### config.mk
export PLATFORM = sky130hd
export DESIGN_NAME = bfw_front_flat
export DESIGN_NICKNAME = d
export VERILOG_FILES = /design/src/rtl/core/bfw_pkg.sv /design/src/rtl/core/bfw_if.sv /design/src/rtl/core/bfw_front.sv /design/src/flat_wrapper.sv
export SDC_FILE = /design/constraint.sdc
export NUM_CORES = 1
export LEC_CHECK = 0
export BUFFER_PORTS_ARGS = -buffer_cell sky130_fd_sc_hd__buf_2
export CORE_AREA = 2 2 174 176
export DETAILED_ROUTE_END_ITERATION = 10
export DIE_AREA = 0 0 176 178
export GPL_TIMING_DRIVEN = 0
export PLACE_DENSITY = 0.8
export SYNTH_ARGS = -nofsm -noshare
export SYNTH_HDL_FRONTEND = slang
export SYNTH_SLANG_ARGS = --single-unit
### constraint.sdc
create_clock -name clk -period 3.49 [get_ports clk]
set_input_delay 0.698 -clock clk [delete_from_list [all_inputs] [get_ports clk]]
set_output_delay 0.698 -clock clk [all_outputs]
set_load 0.01 [all_outputs]
### src/rtl/core/bfw_pkg.sv
// ----------------------------------------------------------------------------
// bfw_pkg
// Shared types and constants for the bilinear flow warp block.
// ----------------------------------------------------------------------------
package bfw_pkg;

  // default store geometry and fixed point
  localparam int DEF_MAX_ROWS  = 256;
  localparam int DEF_MAX_COLS  = 256;
  localparam int DEF_FRAC_BITS = 8;

  localparam int NUM_CH   = 3;
  localparam int CH_W     = 16;
  localparam int PIX_W    = NUM_CH * CH_W;
  // signed width of a whole-pixel position, then unsigned width of the size registers
  localparam int IW       = 14;
  localparam int SIZE_W   = 9;
  localparam int Q_DEPTH  = 4;
  localparam int Q_AW     = 2;

  // command codes of an input word
  typedef enum logic {
    CMD_LOAD   = 1'b0,
    CMD_SAMPLE = 1'b1
  } cmd_t;

  // configuration register indexes
  typedef enum logic {
    REG_IMAGE_ROWS = 1'b0,
    REG_IMAGE_COLS = 1'b1
  } reg_idx_t;

  // class of a queued word
  typedef enum logic [1:0] {
    KIND_DROP   = 2'd0,
    KIND_LOAD   = 2'd1,
    KIND_SAMPLE = 2'd2
  } kind_t;

  typedef struct packed {
    kind_t             kind;
    logic [7:0]        row;
    logic [7:0]        col;
    logic [PIX_W-1:0]  pix;
    logic [15:0]       flow_x;
    logic [15:0]       flow_y;
  } item_t;

  // store control from the back end
  typedef struct packed {
    logic wr_en;
    logic rd_en;
  } mem_ctl_t;

endpackage

### src/rtl/core/bfw_if.sv
// ----------------------------------------------------------------------------
// bfw_in_if / bfw_out_if
// Valid/ready channels for input words and result words.
// ----------------------------------------------------------------------------
interface bfw_in_if;
  logic        valid;
  logic        ready;
  logic        command;
  logic [7:0]  row;
  logic [7:0]  col;
  logic [15:0] load_ch0;
  logic [15:0] load_ch1;
  logic [15:0] load_ch2;
  logic [15:0] flow_x;
  logic [15:0] flow_y;

  modport source (output valid, command, row, col, load_ch0, load_ch1, load_ch2,
                  flow_x, flow_y, input ready);
  modport sink   (input valid, command, row, col, load_ch0, load_ch1, load_ch2,
                  flow_x, flow_y, output ready);
endinterface


### src/rtl/core/bfw_front.sv
// ----------------------------------------------------------------------------
// bfw_front
// Accepts input words, classifies them and queues them for the back end.
// ----------------------------------------------------------------------------
module bfw_front #(
  parameter int MAX_ROWS = 256,
  parameter int MAX_COLS = 256
) (
  input  logic          clk,
  input  logic          rst_n,
  bfw_in_if.sink        in_word,
  output bfw_pkg::item_t head,
  output logic          head_valid,
  input  logic          pop
);
  import bfw_pkg::*;

  item_t               q_mem [Q_DEPTH];
  logic [Q_AW-1:0]     wr_ptr_r, wr_ptr_nxt;
  logic [Q_AW-1:0]     rd_ptr_r, rd_ptr_nxt;
  logic [Q_AW:0]       cnt_r, cnt_nxt;
  logic                push;
  logic                do_pop;
  item_t               cls;

  // classify the incoming word
  always_comb begin
    cls.row    = in_word.row;
    cls.col    = in_word.col;
    cls.pix    = {in_word.load_ch2, in_word.load_ch1, in_word.load_ch0};
    cls.flow_x = in_word.flow_x;
    cls.flow_y = in_word.flow_y;
    if (cmd_t'(in_word.command) == CMD_SAMPLE) begin
      cls.kind = KIND_SAMPLE;
    end else if ((32'(in_word.row) < 32'(MAX_ROWS)) && (32'(in_word.col) < 32'(MAX_COLS))) begin
      cls.kind = KIND_LOAD;
    end else begin
      cls.kind = KIND_DROP;
    end
  end

  assign in_word.ready = (cnt_r != (Q_AW+1)'(Q_DEPTH));
  assign push          = in_word.valid && in_word.ready;
  assign head_valid    = (cnt_r != '0);
  assign do_pop        = pop && head_valid;
  assign head          = q_mem[rd_ptr_r];

  // queue pointers
  always_comb begin
    wr_ptr_nxt = push   ? wr_ptr_r + 1'b1 : wr_ptr_r;
    rd_ptr_nxt = do_pop ? rd_ptr_r + 1'b1 : rd_ptr_r;
    cnt_nxt    = cnt_r + (Q_AW+1)'(push) - (Q_AW+1)'(do_pop);
  end

  always_ff @(posedge clk) begin
    if (!rst_n) begin
      wr_ptr_r <= '0;
      rd_ptr_r <= '0;
      cnt_r    <= '0;
    end else begin
      wr_ptr_r <= wr_ptr_nxt;
      rd_ptr_r <= rd_ptr_nxt;
      cnt_r    <= cnt_nxt;
    end
  end

  // queue storage
  always_ff @(posedge clk) begin
    if (push) begin
      q_mem[wr_ptr_r] <= cls;
    end
  end

endmodule

### src/flat_wrapper.sv
// flat-port wrapper written by rule: the top's interface ports become plain ports
module bfw_front_flat import bfw_pkg::*;
#(
  parameter int MAX_ROWS = 256,
  parameter int MAX_COLS = 256
)
  (clk, rst_n, head, head_valid, pop, in_word_valid, in_word_command, in_word_row, in_word_col, in_word_load_ch0, in_word_load_ch1, in_word_load_ch2, in_word_flow_x, in_word_flow_y, in_word_ready);
  bfw_in_if in_word_i ();
  input  logic clk;
  input  logic rst_n;
  output bfw_pkg::item_t head;
  output logic head_valid;
  input  logic pop;
  input wire logic [$bits(in_word_i.valid)-1:0] in_word_valid;
  input wire logic [$bits(in_word_i.command)-1:0] in_word_command;
  input wire logic [$bits(in_word_i.row)-1:0] in_word_row;
  input wire logic [$bits(in_word_i.col)-1:0] in_word_col;
  input wire logic [$bits(in_word_i.load_ch0)-1:0] in_word_load_ch0;
  input wire logic [$bits(in_word_i.load_ch1)-1:0] in_word_load_ch1;
  input wire logic [$bits(in_word_i.load_ch2)-1:0] in_word_load_ch2;
  input wire logic [$bits(in_word_i.flow_x)-1:0] in_word_flow_x;
  input wire logic [$bits(in_word_i.flow_y)-1:0] in_word_flow_y;
  output wire logic [$bits(in_word_i.ready)-1:0] in_word_ready;
  assign in_word_i.valid = in_word_valid;
  assign in_word_i.command = in_word_command;
  assign in_word_i.row = in_word_row;
  assign in_word_i.col = in_word_col;
  assign in_word_i.load_ch0 = in_word_load_ch0;
  assign in_word_i.load_ch1 = in_word_load_ch1;
  assign in_word_i.load_ch2 = in_word_load_ch2;
  assign in_word_i.flow_x = in_word_flow_x;
  assign in_word_i.flow_y = in_word_flow_y;
  assign in_word_ready = in_word_i.ready;
  bfw_front #(.MAX_ROWS(MAX_ROWS), .MAX_COLS(MAX_COLS)) u_core (.clk(clk), .rst_n(rst_n), .in_word(in_word_i), .head(head), .head_valid(head_valid), .pop(pop));
endmodule
==> results.cfg, run 1 <==
[worst_setup_path]
cp.arrival_ns = 2.31
path_common_cell = buf_2
cp-start-kind = register
critPathRequiredTime_ns = 2.79
path_cells = buf_2 -> buf_2 -> buf_2 -> mux4_2 -> buf_2
cp_max_fo = 10
cp_top_family = buffers and inverters
cp_num_buf_inv = 4
end_kind = output port
critPathKind = register to output port
cp_slowest_cell = mux4_2
r2r_setup_slack_ns = 1.02
cpPeakStageDelay_ns = 0.36

[clock_network]
post_cts_resized = 0
clk_latency_ns = 0.51
htreeDepth = 2
clkSlewWorstSetupHoldPaths_ns = 0.06
holdBufCountCts = 0
tritoncts = done
post_cts_buffers = 0
cts_buffers = 40
clockRootBuffer = clkbuf_16
cts_sinks = 401
clk_path_buf_depth = 3

[placed_design]
io_buffers = 199
postPlaceCellArea_sq_um = 16200
dp_hpwl_um = 16100
place.gp.congestion = 0.660

[synth]
synth_area_leaders = edfxtp_1, mux4_2, dfxtp_1
netlist_instances = 561
yosys-top-cells-count = edfxtp_1, mux4_2, buf_2
synth_seq_cells = 401
synth_top_flop_cell = edfxtp_1
syn_area_sq_um = 14600
synth.largest_area_cell = edfxtp_1
yosysSeqAreaShare_pct = 81.9
yosysMostFrequentCell = edfxtp_1
async_reset_ff_share_pct = 0
syn_area_per_cell_sq_um = 26.0
yosys_warnings = 0
synth_nets = 669
synth_edf_count = 392
yosysUniqueCellTypes = 20
netlist.area_leader.share_pct = 80.7

[grt]
grt_usage_pct = 17.1
antenna_found_initial = 1
grt_pass1_vias = 7019
grt_pass1_wl_um = 40100
grt.overflow.total = 0
grt_max_degree = 57

[job]
cap_violations = 0

[floorplanning]
row_count = 63
fp.dieH_um = 178
start_util_pct = 49.6
die_area_sq_um = 31300
ios = 201
die_w_um = 176
core-area_sq_um = 29400

[finish]
nFillCells = 2070
area_growth_pct = 19.0
layout.nets = 915
final_cell_area_sq_um = 17400
drive_gt1_share_pct = 44.6
multi_input_area_sq_um = 2490
seq_area_sq_um = 12000

[timing]
maxSlewViolCount = 0
min_period_ns = 3.01
fin_crit_sh_pct = 86.1
hold_violations = 0
tightest_slew_ns = 0.887
skew_ns = 0.0127
rsz0062_at_grt = no
holdWs_ns = 0.391
max_freq_ghz = 0.333
setup_viol = 0
maxSlewHeadroom_pct = 40.9

[pwr]
vdd_drop_max_mv = 0.438
p_leak_nw = 5.82
cellPowerDensity_nw_per_um2 = 724
p_total_mw = 12.6

[outcome]
outcome = completed

[route]
viasPerCell = 5.38
first_pass_iters = 5
drc_errors = 0
drtIter0Drc = 505
ant_nets = 0
drt-wirelength-per-cell_um = 21.4
routed_wl_um = 26300
vias = 6599

[hold_path]
min-delay-path-class = input port to register
==> cells in the final DEF (no fill, tap or decap), drive strengths merged, types with 2 or more instances in the layout <==
master  count
inv         6
mux2i       2
clkbuf     63
edfxtp    392
nand2       5
buf       219
and2        7
ha          6
mux4       98
dfxtp       9
xnor2       4
nor2b       3
clkinv     14
==> routing by layer <==
metal,vias to the layer above,share of wire (%),wire length [um],GRT usage [%]
met5,-,0,0,0
met4,0,2.2,573,4.58
met3,43,7.6,2000,4.82
met2,242,50,13300,28.4
met1,3411,40,10400,22.4
li1,2903,-,-,-
==> sequential cells by signal, indices dropped and copies added (netlist names), named ones only <==
signal and flops:
u_core.wr_ptr_r 2, u_core.cnt_r 3, u_core.rd_ptr_r 2, u_core.q_mem 392
==> path summary, 6_finish.rpt <==
check	to	startpoint	depth (start not counted)
max	head[77]	register	5
min	u_core.q_mem[1][44]	in_word_load_ch0[12]	1
max reg2reg	u_core.q_mem[2][12]	u_core.cnt_r[1]	4
min reg2reg	u_core.wr_ptr_r[0]	u_core.wr_ptr_r[0]	2
==> layout make-up <==
class | instances | share of cell area, %
Clock inverter | 15 | 0.396
Tap cell | 390 | 2.81
Clock buffer | 55 | 6.27
Buffer | 23 | 0.814
Antenna cell | 1 | 0.0144
Multi-Input combinational cell | 131 | 14.3
Inverter | 6 | 0.130
Timing Repair Buffer | 204 | 6.44
Sequential cell | 401 | 68.8
==> power by group <==
group | leakage (nW) | internal (mW) | switching (mW)
Clock | 0.566 | 2.17 | 1.63
Sequential | 3.66 | 5.84 | 0.120
Combinational | 1.59 | 1.34 | 1.46
Total | 5.82 | 9.35 | 3.22
==> kinds of logic (layout without fill, tap and decap cells) <==
family / count (synthesis) / after routing / synth area share, %
xor+xnor: 4 / 4 / 0.240
simple gates: 17 / 17 / 0.626
compound gates: 3 / 3 / 0.197
buf+inv: 29 / 303 / 1.12
other cells: 0 / 1 / 0
mux: 100 / 100 / 15.3
flops: 401 / 401 / 81.9
fa+ha+maj: 7 / 7 / 0.652
==> per-stage QoR <==
stage | util (%) | std cells | setup TNS [ns] | setup slack, ns
floorplan | - | 561 | 0 | 0.811
global placement | 54.7 | 1150 | -98.03 | -0.265
detailed placement | 55.1 | 1155 | 0 | 0.762
CTS | 59.1 | 1225 | 0 | 0.404
global route | 59.1 | 1225 | 0 | 0.326
finish | 59.1 | 1226 | 0 | 0.485
No activity file was read; power rests on OpenSTA's default activity.
==> run 2: changes to the inputs <==
--- a/config.mk
+++ b/config.mk
@@ -5,12 +5,12 @@
 export SDC_FILE = /design/constraint.sdc
 export NUM_CORES = 1
 export LEC_CHECK = 0
-export BUFFER_PORTS_ARGS = -buffer_cell sky130_fd_sc_hd__buf_2
 export CORE_AREA = 2 2 174 176
 export DETAILED_ROUTE_END_ITERATION = 10
 export DIE_AREA = 0 0 176 178
+export DONT_BUFFER_PORTS = 1
 export GPL_TIMING_DRIVEN = 0
-export PLACE_DENSITY = 0.8
+export PLACE_DENSITY = 0.74
 export SYNTH_ARGS = -nofsm -noshare
 export SYNTH_HDL_FRONTEND = slang
 export SYNTH_SLANG_ARGS = --single-unit
==> run 2 against run 1 <==
Effect of this change:
- total power is 0.22% lower
- setup slack better by 0.095 ns
- global-route usage shrank 0.52 points
- count of clock-buffer cells in the layout is 5 lower
- combinational power shrank 18%
- sequential power is essentially flat
==> results.cfg, run 2 (same netlist as run 1, synthesis figures left out) <==
[outcome]
outcome = completed

[grt]
grt_pass1_vias = 6466
grt_usage_pct = 16.5
antenna_found_initial = 0
grt.overflow.total = 0
grt_pass1_wl_um = 38500
grt_max_degree = 55

[clock_network]
clk_latency_ns = 0.51
cts_sinks = 401
clockRootBuffer = clkbuf_16
clkSlewWorstSetupHoldPaths_ns = 0.06
post_cts_buffers = 0
clk_path_buf_depth = 3
cts_buffers = 41
holdBufCountCts = 0
post_cts_resized = 0
tritoncts = done
htreeDepth = 2

[floorplanning]
row_count = 63
core-area_sq_um = 29400
fp.dieH_um = 178
start_util_pct = 49.6
ios = 201
die_w_um = 176
die_area_sq_um = 31300

[hold_path]
worstHoldStart = in_word_col[2]
min-delay-path-class = input port to register
worstHoldEndpoint = u_core.q_mem[1][82]
whs_path_depth = 0

[worst_setup_path]
r2r_setup_slack_ns = 1.04
critPathKind = register to output port
path_cells = buf_2 -> clkbuf_1 -> mux4_2
cp.arrival_ns = 2.21
cp-start-kind = register
r2r-end = u_core.q_mem[3][79]
r2r-start = u_core.cnt_r[1]
cp_slowest_cell = clkbuf_1
cp_max_fo = 10
ff2ff_path_depth = 4
critPathRequiredTime_ns = 2.79
cp_num_buf_inv = 2
end_kind = output port
cpPeakStageDelay_ns = 0.63
cp_top_family = buffers and inverters

[timing]
max_freq_ghz = 0.344
hold_violations = 0
min_period_ns = 2.91
rsz0062_at_grt = no
setup_viol = 0
holdWs_ns = 0.274
tightest_slew_ns = 0.878
skew_ns = 0.0122
maxSlewHeadroom_pct = 41.5
maxSlewViolCount = 0
fin_crit_sh_pct = 83.4

[finish]
layout_commonest_cell = edfxtp_1
area_growth_pct = 13.5
final_cell_area_sq_um = 16600
antenna_cells = 0
largest_register = u_core.q_mem
drive_gt1_share_pct = 28.9
final_cell_mix = edfxtp_1, mux4_2, clkbuf_16, clkbuf_1, buf_2
nFillCells = 2059
reg_top3 = u_core.q_mem: 392 flops, u_core.cnt_r: 3 flops
layout.nets = 716
largest_register_ffs = 392
fin_util_pct = 56.3

[route]
drc_errors = 0
ant_nets = 0
viasPerCell = 5.66
drt-wirelength-per-cell_um = 25.0
vias = 5827
routed_wl_um = 25800
first_pass_iters = 4
drtIter0Drc = 338

[pwr]
combinationalPowerShare_pct = 18.3
vdd_drop_max_mv = 0.505
cellPowerDensity_nw_per_um2 = 757
p_sw_share_pct = 25.0
p_int_mw = 9.41
p_leak_nw = 5.12
seqPwrFrac_pct = 47.6
power_switching_mw = 3.13
clkPwrFrac_pct = 34.1

[placed_design]
postPlaceCellArea_sq_um = 15200
place.gp.congestion = 0.743
io_buffers = 0
dp_hpwl_um = 16300

[job]
cap_violations = 0
run 2: cell count changes in the layout (fill, tap and decap cells not counted), sizes merged:
cell	change
diode	-1
clkbuf	-5
inv	+2
clkinv	+1
buf	-200
bufinv	+4
clkinvlp	+3
run 2: power by group through the flow:
stage	clock network [mW]	logic [mW]	registers [mW]
2_1_floorplan	0	1.82	6.03
3_3_place_gp	0	2.27	6.06
3_5_place_dp	0	2.38	6.08
4_1_cts	4.37	2.38	5.98
5_1_grt	4.58	2.49	6.00
6_report	4.27	2.30	5.97
run 2: cell type report:
cell class                 instances  area (sq um)  area share, %
inverter                           6          22.5          0.136
multi-input combinational        131          2490           15.0
timing repair buffer               4           110          0.665
clock buffer                      50          1110           6.72
clock inverter                    25           243           1.47
tap                              390           488           2.95
buffer                            23           141          0.854
sequential                       401         12000           72.2
run 2: per-stage QoR:
step | total power [mW] | TNS (ns) | setup WS (ns) | cells
4_1_cts | 12.7 | 0 | 0.475 | 1030
5_1_grt | 13.1 | 0 | 0.445 | 1030
3_3_place_gp | 8.33 | -8.11 | -0.0375 | 951
6_report | 12.5 | 0 | 0.580 | 1030
2_1_floorplan | 7.85 | 0 | 0.811 | 561
3_5_place_dp | 8.45 | 0 | 0.893 | 955
run 2: how the worst max path moves through the flow:
stage	depth (start not counted)	startpoint	to	slack, ns
after CTS	3	register	head[42]	0.47
after global routing	3	register	head[42]	0.45
after global placement	2	in_word_valid	u_core.q_mem[3][79]	-0.04
after detailed placement	3	in_word_valid	u_core.q_mem[3][79]	0.89
after floorplan	2	in_word_valid	u_core.q_mem[0][0]	0.81
final	3	register	head[42]	0.58
run 2: layer usage:
| metal | wire (um) | global-route usage [%] | vias up |
|---|---|---|---|
| met3 | 2600 | 7.10 | 38 |
| met4 | 407 | 3.93 | 0 |
| met5 | 0 | 0 | - |
| li1 | - | - | 2504 |
| met2 | 13400 | 29.2 | 193 |
| met1 | 9350 | 18.6 | 3092 |
